**config.mk**
```make
export PLATFORM = sky130hd
export DESIGN_NAME = oscillator_divider_search_core
export DESIGN_NICKNAME = d
export VERILOG_FILES = /design/src/hdl/ods_pkg.sv /design/src/hdl/ods_rfreq_div.sv /design/src/hdl/oscillator_divider_search_core.sv
export SDC_FILE = /design/constraint.sdc
export NUM_CORES = 2
export LEC_CHECK = 0
export BUFFER_PORTS_ARGS = -buffer_cell sky130_fd_sc_hd__buf_2
export CAP_MARGIN = 10
export CORE_ASPECT_RATIO = 1.4
export CORE_MARGIN = 3
export CORE_UTILIZATION = 45
export CTS_BUF_LIST = sky130_fd_sc_hd__clkbuf_2
export DETAILED_ROUTE_END_ITERATION = 10
export HOLD_SLACK_MARGIN = 0.06
export PLACE_DENSITY = 0.65
export SYNTH_ARGS = -nofsm -noshare
export SYNTH_HDL_FRONTEND = slang
export SYNTH_SLANG_ARGS = --single-unit
```
**constraint.sdc**
```tcl
create_clock -name clk -period 7.5 [get_ports clk]
set_input_delay 1.5 -clock clk [delete_from_list [all_inputs] [get_ports clk]]
set_output_delay 1.5 -clock clk [all_outputs]
set_load 0.02 [all_outputs]
```
**src/hdl/ods_pkg.sv**
```systemverilog
`default_nettype none
package ods_pkg;

	localparam int RATE_W  = 32;
	localparam int XTAL_W  = 47;
	localparam int DCO_W   = 35;
	localparam int PROD_W  = 43;
	localparam int MULT_W  = 11;
	localparam int FRAC_SH = 48;
	localparam int QUO_W   = 38;
	localparam int DIV_STEPS = DCO_W + FRAC_SH;
	localparam int CNT_W   = $clog2(DIV_STEPS + 1);

	localparam logic [RATE_W-1:0] RATE_MIN = 32'd10000000;
	localparam logic [RATE_W-1:0] BAND1_LO = 32'd945000000;
	localparam logic [RATE_W-1:0] BAND1_HI = 32'd970000000;
	localparam logic [RATE_W-1:0] BAND2_LO = 32'd1134000000;
	localparam logic [RATE_W-1:0] BAND2_HI = 32'd1212500000;
	localparam logic [DCO_W-1:0]  DCO_MIN  = 35'd4850000000;
	localparam logic [DCO_W-1:0]  DCO_MAX  = 35'd5670000000;

	localparam logic [XTAL_W-1:0] XTAL_RST = 47'd119836508160000;
	localparam logic [RATE_W-1:0] MAX_RST  = 32'd1400000000;

	localparam logic [6:0] N_LAST  = 7'd64;
	localparam logic [2:0] HS_LAST = 3'd5;

	localparam logic [1:0] STAT_OK    = 2'd0;
	localparam logic [1:0] STAT_ADJ   = 2'd1;
	localparam logic [1:0] STAT_NODIV = 2'd2;

	localparam logic REG_XTAL = 1'b0;
	localparam logic REG_MAX  = 1'b1;

	typedef enum logic [2:0] {
		ST_IDLE,
		ST_ADJUST,
		ST_SEARCH,
		ST_DRAIN,
		ST_DIVIDE,
		ST_DONE
	} state_t;

	function automatic logic [3:0] hs_value(input logic [2:0] idx);
		logic [3:0] v;
		case (idx)
			3'd0:    v = 4'd4;
			3'd1:    v = 4'd5;
			3'd2:    v = 4'd6;
			3'd3:    v = 4'd7;
			3'd4:    v = 4'd9;
			3'd5:    v = 4'd11;
			default: v = 4'd4;
		endcase
		return v;
	endfunction

	function automatic logic [2:0] hs_code(input logic [2:0] idx);
		logic [3:0] v;
		v = hs_value(idx) - 4'd4;
		return v[2:0];
	endfunction

endpackage
`default_nettype wire

```
**src/hdl/ods_rfreq_div.sv**
```systemverilog
`default_nettype none
module ods_rfreq_div (
	input  wire logic                          clk,
	input  wire logic                          arst_n,
	input  wire logic                          load,
	input  wire logic [ods_pkg::DCO_W-1:0]     dco,
	input  wire logic [ods_pkg::XTAL_W-1:0]    xtal,
	output logic                               done,
	output logic [ods_pkg::QUO_W-1:0]          quo
);

	logic                              run_q;
	logic                              done_q;
	logic [ods_pkg::CNT_W-1:0]         cnt_q;
	logic [ods_pkg::DCO_W-1:0]         num_q;
	logic [ods_pkg::XTAL_W-1:0]        rem_q;
	logic [ods_pkg::QUO_W-1:0]         quo_q;
	logic [ods_pkg::XTAL_W:0]          rem_sh;
	logic [ods_pkg::XTAL_W:0]          rem_sub;
	logic                              ge;

	assign rem_sh  = {rem_q, num_q[ods_pkg::DCO_W-1]};
	assign ge      = rem_sh >= {1'b0, xtal};
	assign rem_sub = rem_sh - {1'b0, xtal};

	always_ff @(posedge clk or negedge arst_n) begin
		if (!arst_n) begin
			run_q  <= 1'b0;
			done_q <= 1'b0;
			cnt_q  <= '0;
		end else begin
			done_q <= run_q && (cnt_q == ods_pkg::CNT_W'(1));
			if (load) begin
				run_q <= 1'b1;
				cnt_q <= ods_pkg::CNT_W'(ods_pkg::DIV_STEPS);
			end else if (run_q) begin
				cnt_q <= cnt_q - ods_pkg::CNT_W'(1);
				if (cnt_q == ods_pkg::CNT_W'(1)) begin
					run_q <= 1'b0;
				end
			end
		end
	end

	always_ff @(posedge clk) begin
		if (load) begin
			num_q <= dco;
			rem_q <= '0;
			quo_q <= '0;
		end else if (run_q) begin
			num_q <= {num_q[ods_pkg::DCO_W-2:0], 1'b0};
			rem_q <= ge ? rem_sub[ods_pkg::XTAL_W-1:0] : rem_sh[ods_pkg::XTAL_W-1:0];
			quo_q <= {quo_q[ods_pkg::QUO_W-2:0], ge};
		end
	end

	assign done = done_q;
	assign quo  = quo_q;

endmodule
`default_nettype wire

```
**src/hdl/oscillator_divider_search_core.sv**
```systemverilog
`default_nettype none
// Channel   Handshake                  Payload
// input     start, busy                target_rate_hz
// result    done (one-cycle strobe)    used_rate_hz, status, six register bytes
// config    APB: psel/penable/pwrite   paddr[3] selects register, pwdata, prdata
//
// An item first adjusts the rate, then runs the divider search through one 32x11
// multiplier and a compare stage, then a pipeline drain, then an 83-step
// restoring division for RFREQ, one quotient bit a cycle.
// Items with a fixed divider skip the search.
// busy stays high from acceptance through the done cycle. Reset loads the
// register defaults. The receiver cannot stall; done lasts one cycle.
module oscillator_divider_search_core (
	input  wire logic        clk,
	input  wire logic        arst_n,
	input  wire logic        start,
	output logic             busy,
	input  wire logic [31:0] target_rate_hz,
	output logic             done,
	output logic [31:0]      used_rate_hz,
	output logic [1:0]       status,
	output logic [7:0]       hsdiv_n1_byte,
	output logic [7:0]       n1_rfreq_byte,
	output logic [7:0]       rfreq_byte_hi,
	output logic [7:0]       rfreq_byte_mid_hi,
	output logic [7:0]       rfreq_byte_mid_lo,
	output logic [7:0]       rfreq_byte_lo,
	input  wire logic        psel,
	input  wire logic        penable,
	input  wire logic        pwrite,
	input  wire logic [3:0]  paddr,
	input  wire logic [63:0] pwdata,
	output logic [63:0]      prdata,
	output logic             pready
);

	ods_pkg::state_t state_q, state_d;

	logic [ods_pkg::XTAL_W-1:0] xtal_q;
	logic [ods_pkg::RATE_W-1:0] max_q;
	logic [ods_pkg::RATE_W-1:0] rate_q;
	logic [1:0]                 status_q;

	logic [6:0] n_cnt_q;
	logic [2:0] h_cnt_q;

	logic                        v_s1, force_s1;
	logic [2:0]                  hs_s1;
	logic [6:0]                  n_s1;
	logic [ods_pkg::MULT_W-1:0]  m_s1;
	logic                        v_s2, force_s2;
	logic [2:0]                  hs_s2;
	logic [6:0]                  n_s2;
	logic [ods_pkg::PROD_W-1:0]  dco_s2;

	logic [ods_pkg::DCO_W-1:0] best_q;
	logic [2:0]                best_hs_q;
	logic [6:0]                best_n_q;
	logic                      found_q;

	logic [ods_pkg::RATE_W-1:0] adj_rate;
	logic [1:0]                 adj_status;
	logic                       fixed_div;
	logic                       search_last;
	logic                       drain_empty;
	logic                       take;

	logic       issue_v, issue_force;
	logic [2:0] issue_hs;
	logic [6:0] issue_n;
	logic [7:0] issue_nval;
	logic [11:0] issue_m;

	logic                       div_load;
	logic                       div_done;
	logic [ods_pkg::QUO_W-1:0]  quo;
	logic [6:0]                 n1_code;
	logic [2:0]                 hs_cd;
	logic                       wr_en;

	assign pready = 1'b1;
	assign wr_en  = psel && penable && pwrite && pready;
	assign prdata = (paddr[3] == ods_pkg::REG_MAX) ? {32'b0, max_q} : {17'b0, xtal_q};

	always_ff @(posedge clk or negedge arst_n) begin
		if (!arst_n) begin
			xtal_q <= ods_pkg::XTAL_RST;
			max_q  <= ods_pkg::MAX_RST;
		end else if (wr_en) begin
			if (paddr[3] == ods_pkg::REG_MAX) begin
				max_q <= pwdata[31:0];
			end else begin
				xtal_q <= pwdata[ods_pkg::XTAL_W-1:0];
			end
		end
	end

	always_comb begin
		adj_rate   = (rate_q > max_q) ? max_q : rate_q;
		adj_status = ods_pkg::STAT_OK;
		if (adj_rate < ods_pkg::RATE_MIN) begin
			adj_rate   = ods_pkg::RATE_MIN;
			adj_status = ods_pkg::STAT_ADJ;
		end
		if (adj_rate > ods_pkg::BAND1_LO && adj_rate < ods_pkg::BAND1_HI) begin
			adj_rate   = ods_pkg::BAND1_LO;
			adj_status = ods_pkg::STAT_ADJ;
		end
		if (adj_rate > ods_pkg::BAND2_LO && adj_rate < ods_pkg::BAND2_HI) begin
			adj_rate   = ods_pkg::BAND2_LO;
			adj_status = ods_pkg::STAT_ADJ;
		end
	end

	assign fixed_div   = adj_rate >= ods_pkg::BAND1_HI;
	assign search_last = (n_cnt_q == ods_pkg::N_LAST) && (h_cnt_q == ods_pkg::HS_LAST);
	assign drain_empty = !v_s1 && !v_s2;

	always_comb begin
		state_d = state_q;
		case (state_q)
			ods_pkg::ST_IDLE:   if (start) state_d = ods_pkg::ST_ADJUST;
			ods_pkg::ST_ADJUST: state_d = fixed_div ? ods_pkg::ST_DRAIN : ods_pkg::ST_SEARCH;
			ods_pkg::ST_SEARCH: if (search_last) state_d = ods_pkg::ST_DRAIN;
			ods_pkg::ST_DRAIN: begin
				if (drain_empty) begin
					state_d = found_q ? ods_pkg::ST_DIVIDE : ods_pkg::ST_DONE;
				end
			end
			ods_pkg::ST_DIVIDE: if (div_done) state_d = ods_pkg::ST_DONE;
			ods_pkg::ST_DONE:   state_d = ods_pkg::ST_IDLE;
			default:            state_d = ods_pkg::ST_IDLE;
		endcase
	end

	always_comb begin
		busy        = state_q != ods_pkg::ST_IDLE;
		done        = state_q == ods_pkg::ST_DONE;
		issue_v     = 1'b0;
		issue_force = 1'b0;
		issue_hs    = h_cnt_q;
		issue_n     = n_cnt_q;
		div_load    = (state_q == ods_pkg::ST_DRAIN) && drain_empty && found_q;
		case (state_q)
			ods_pkg::ST_ADJUST: begin
				if (fixed_div) begin
					issue_v     = 1'b1;
					issue_force = 1'b1;
					issue_hs    = (adj_rate >= ods_pkg::BAND2_HI) ? 3'd0 : 3'd1;
					issue_n     = 7'd0;
				end
			end
			ods_pkg::ST_SEARCH: issue_v = 1'b1;
			default:            issue_v = 1'b0;
		endcase
	end

	assign issue_nval = (issue_n == 7'd0) ? 8'd1 : {issue_n, 1'b0};
	assign issue_m    = 12'(ods_pkg::hs_value(issue_hs)) * 12'(issue_nval);

	always_ff @(posedge clk or negedge arst_n) begin
		if (!arst_n) begin
			state_q <= ods_pkg::ST_IDLE;
			v_s1    <= 1'b0;
			v_s2    <= 1'b0;
			found_q <= 1'b0;
		end else begin
			state_q <= state_d;
			v_s1    <= issue_v;
			v_s2    <= v_s1;
			if (state_q == ods_pkg::ST_ADJUST) begin
				found_q <= 1'b0;
			end else if (take) begin
				found_q <= 1'b1;
			end
		end
	end

	assign take = v_s2 && (force_s2 ||
		(dco_s2 >= ods_pkg::PROD_W'(ods_pkg::DCO_MIN) &&
		 dco_s2 <= ods_pkg::PROD_W'(best_q)));

	always_ff @(posedge clk) begin
		if (state_q == ods_pkg::ST_IDLE && start) begin
			rate_q <= target_rate_hz;
		end
		if (state_q == ods_pkg::ST_ADJUST) begin
			rate_q   <= adj_rate;
			status_q <= adj_status;
			n_cnt_q  <= 7'd0;
			h_cnt_q  <= 3'd0;
			best_q   <= ods_pkg::DCO_MAX;
		end else begin
			if (state_q == ods_pkg::ST_SEARCH) begin
				if (h_cnt_q == ods_pkg::HS_LAST) begin
					h_cnt_q <= 3'd0;
					n_cnt_q <= n_cnt_q + 7'd1;
				end else begin
					h_cnt_q <= h_cnt_q + 3'd1;
				end
			end
			if (take) begin
				best_q    <= dco_s2[ods_pkg::DCO_W-1:0];
				best_hs_q <= hs_s2;
				best_n_q  <= n_s2;
			end
			if (state_q == ods_pkg::ST_DRAIN && drain_empty && !found_q) begin
				status_q <= ods_pkg::STAT_NODIV;
			end
		end
		force_s1 <= issue_force;
		hs_s1    <= issue_hs;
		n_s1     <= issue_n;
		m_s1     <= issue_m[ods_pkg::MULT_W-1:0];
		force_s2 <= force_s1;
		hs_s2    <= hs_s1;
		n_s2     <= n_s1;
		dco_s2   <= ods_pkg::PROD_W'(rate_q) * ods_pkg::PROD_W'(m_s1);
	end

	ods_rfreq_div u_div (
		.clk    (clk),
		.arst_n (arst_n),
		.load   (div_load),
		.dco    (best_q),
		.xtal   (xtal_q),
		.done   (div_done),
		.quo    (quo)
	);

	assign n1_code = (best_n_q == 7'd0) ? 7'd0 : {6'(best_n_q - 7'd1), 1'b1};
	assign hs_cd   = ods_pkg::hs_code(best_hs_q);

	assign used_rate_hz      = rate_q;
	assign status            = status_q;
	assign hsdiv_n1_byte     = found_q ? {hs_cd, n1_code[6:2]} : 8'd0;
	assign n1_rfreq_byte     = found_q ? {n1_code[1:0], quo[37:32]} : 8'd0;
	assign rfreq_byte_hi     = found_q ? quo[31:24] : 8'd0;
	assign rfreq_byte_mid_hi = found_q ? quo[23:16] : 8'd0;
	assign rfreq_byte_mid_lo = found_q ? quo[15:8] : 8'd0;
	assign rfreq_byte_lo     = found_q ? quo[7:0] : 8'd0;

endmodule
`default_nettype wire

```
==> metrics <==
total core area about 0.071 mm^2; reg2reg start used_rate_hz[7]; fillers around 6800; cells along the critical path nand2_1 > fa_1 > fa_1 > inv_1 > fa_1 > inv_1 > fa_1 > inv_1 > fa_1 > ha_1 > nand3_1 > a2111oi_4 > o21ai_2 > o31ai_2 > a41oi_1 > a211o_1 > a21oi_2 > mux2i_1 > or4_1; Ys Warns 0; Slew Limit Fails 0; WS Path Type flip-flop to flip-flop; Critical Path RT about 8.5 ns; Sum Neg Setup Slack 0 ns; area grow syn2layout 9.560%; layer with the highest usage met2; Critical Path AT 7.92 ns; initial antenna violation count 8; Clock Skews around 0.11 ns; met1 usage 30.17%; Clock Power Share under 10%; share of post-route cells with drive strength above 1 approximately 17%; flop2flop setup slack ~0.53 ns; initial core utilization a little under half; die height 322.1 um; total global routing overflow 0; first-pass GRT wire length between 100000 and 150000 um; Die Wd ~230 um; Sw Ratio approximately half; Post-Layout Cell Count ~4800; Final Cell Area about 0.035 mm^2; htree depth 3; area share of the largest cell type after synthesis approximately 18%; Synth area leaders fa_1 (18%), dfxtp_1 (13%), ha_1 (8.4%), edfxtp_1 (7.4%), nand2_1 (5.3%); final cycle utilization of the critical path 92.93%; Final Hold Fails 0; CTS root buf clkbuf_2; GR Layer Usage met3 4.724%; crit path launch used_rate_hz[7]; Max Root-Sink Buffers 3; worst flop-to-flop path endpoint dco_s2[41]; Rows about 120; fin crit period 6.970 ns; CTS tree built; synth unique cells between 90 and 100; crit end category flip-flop; routed len/inst between 15 and 20 um; Post-synth ARST share between 20% and 30%; Comb power frac 65.2%; Cell Int Power between 0.007 and 0.008 W; Sw Pwr between 0.008 and 0.009 W; DIE AREA about 0.075 mm^2; Yosys top cell by area fa_1; max incr delay on CP 0.89 ns; Num Clock Sinks around 380; HP Class primary input to asynchronous set/reset pin; Post-CTS Setup Repair Bufs 0; Placed Cells incl. Taps around 4600; Placed Area between 0.03 and 0.04 mm^2; number of synthesized flops with an enable pin just under 80; Ports ~260; outcome finished clean; worst vdd ir 0.0002657 V; Layout Nets 4363; DR pass1 iterations 6; Pwr Total 0.01591 W; clk_lat worst skew 1.16 ns; PD cells approximately 450 mW/mm^2; number of global-route vias before repair around 27000; Flop pwr share about 25%; worst-margin pin slew 1.132 ns; Tot GR Track Use roughly 25%; unrepaired setup endpoints after global routing false; ys flop type dfxtp_1; Port Buffers between 200 and 250; R2R cell count 19; wirelength, routed 91770 um; mean post-synth cell area between 9 and 10 um^2; Achievable Freq 143.5 MHz; final setup vio count 0; antenna viol nets, final 0; Max FO, Critical Path 18; Critical Path Source Type flip-flop; number of CTS-inserted buffers 95; Slew HR 24.53%; Seq cells post-synth between 300 and 400; crit-path most repeated cell fa_1; largest net degree at the start of global routing 93; Post-Synthesis Cells roughly 3600; leakage power 16.98 nW; clock slew at reported path FFs 0.11 ns; DRC errors left 0; Setup WS post-layout roughly 0.53 ns; slowest CP cell edfxtp_1; Post-CTS Resized 0; Mapped Area between 0.03 and 0.04 mm^2; initial drt markers 1829; met2 global-route usage 41.08%; total of max-cap violations 0; Vias approximately 26000; Setup WS pre-CTS 0.6243 ns; CTS Hold Buffers Added 0; vias per cell 5.501; gp weighted congestion approximately 0.94; dpl hpwl about 71000 um; register area share after synthesis about 28%
## flip-flops by register name, summed over array words and instances, names as in the netlist, 3 cells and up
signal,count
used_rate_hz,32
u_div.cnt_q,7
n_s2,7
u_div.quo,38
best_hs_q,3
dco_s2,43
hs_s1,3
h_cnt_q,3
m_s1,11
best_q,35
n_cnt_q,7
state_q,3
best_n_q,7
u_div.num_q,35
hs_s2,3
xtal_q,47
n_s1,7
u_div.rem_q,47
max_q,32
## logic make-up after synthesis
logic type,synth area share (%)
AOI/OAI and AO/OA,12.72
xor gates and xnor gates,2.400
adders and majority gates,25.95
buffers and inverters,7.562
DFF,27.66
muxes,6.483
other,0.02338
and+or+nand+nor,17.20
## Yosys cell counts (48+ instances only)
library cell  number
and2_1           184
mux2i_1          103
dfxtp_1          206
nor2_1           212
a21oi_1          146
edfxtp_1          79
ha_1             215
a21o_1            48
dfrtp_1           66
fa_1             282
xnor2_1           59
mux2_2            92
o21ai_0          174
clkbuf_1         171
nand2_1          452
inv_1            395
nor3_1            60
## worst max-delay path: cells and delay by family, from the launching register on
kind / cells / cell delay (ns)
compound gates: 6 / 1.89
fa+ha+maj: 6 / 2.92
flops: 1 / 0.89
buf+inv: 3 / 0.16
mux: 1 / 0.08
simple gates: 3 / 0.88
## through the flow
stage | hold WS (ns) | util [%]
final | 0.2175 | 49.91
after floorplan | 0.3096 | -
after CTS | 0.1115 | 49.86
after detailed placement | 0.3121 | 48.57
after global routing | 0.1550 | 49.88
after global placement | 0.3114 | 48.57
## per-layer routing
layer	vias up	wire, um
li1	12350	-
met1	12800	36280
met3	247	7146
met5	-	0
met2	902	43540
met4	0	4810
## worst max path at each step
stage	endpoint	depth (start not counted)
finish	dco_s2[41]	19
global route	dco_s2[41]	19
CTS	dco_s2[41]	19
detailed placement	dco_s2[41]	19
global placement	dco_s2[41]	19
floorplan	dco_s2[38]	21
## area by class of cell
cell class / count / area [um^2] / share of cell area [%]
Sequential cell: 379 / 8889 / 25.26
Clock buffer: 153 / 765.7 / 2.176
Antenna cell: 8 / 20.02 / 0.05690
Multi-Input combinational cell: 2577 / 20910 / 59.43
Inverter: 397 / 1491 / 4.239
Tap cell: 936 / 1171 / 3.328
Clock inverter: 20 / 145.1 / 0.4125
Timing Repair Buffer: 310 / 1793 / 5.096
## cell usage in the layout (no fill, tap or decap), types with 29 or more instances in the layout
cell      synthesis  routed
edfxtp_1         79      79
fa_1            282     282
ha_1            215     215
mux2_2           92      92
inv_1           395     395
mux2i_1         103     102
nand4_1          37      37
a21o_1           48      48
o21ai_0         174     174
o21a_1           31      31
a21oi_1         146     146
nor2_1          212     210
xnor2_1          59      59
buf_4            20      94
nor3_1           60      58
clkbuf_2          2     153
xor2_1           29      29
and2_1          184     184
nand2_1         452     451
buf_2            13     215
dfrtp_1          66      65
dfxtp_1         206     205
nand3_1          47      47
## power groups by stage
stage                     sequential [W]  combinational, W  clock (W)
after global routing             0.00415            0.0116    0.00166
after detailed placement         0.00406            0.0103          0
final                            0.00404            0.0104    0.00150
after floorplan                  0.00366           0.00777          0
after CTS                        0.00402            0.0103    0.00155
after global placement           0.00405            0.0101          0
Note: power is estimated with default switching activity, not from simulation.
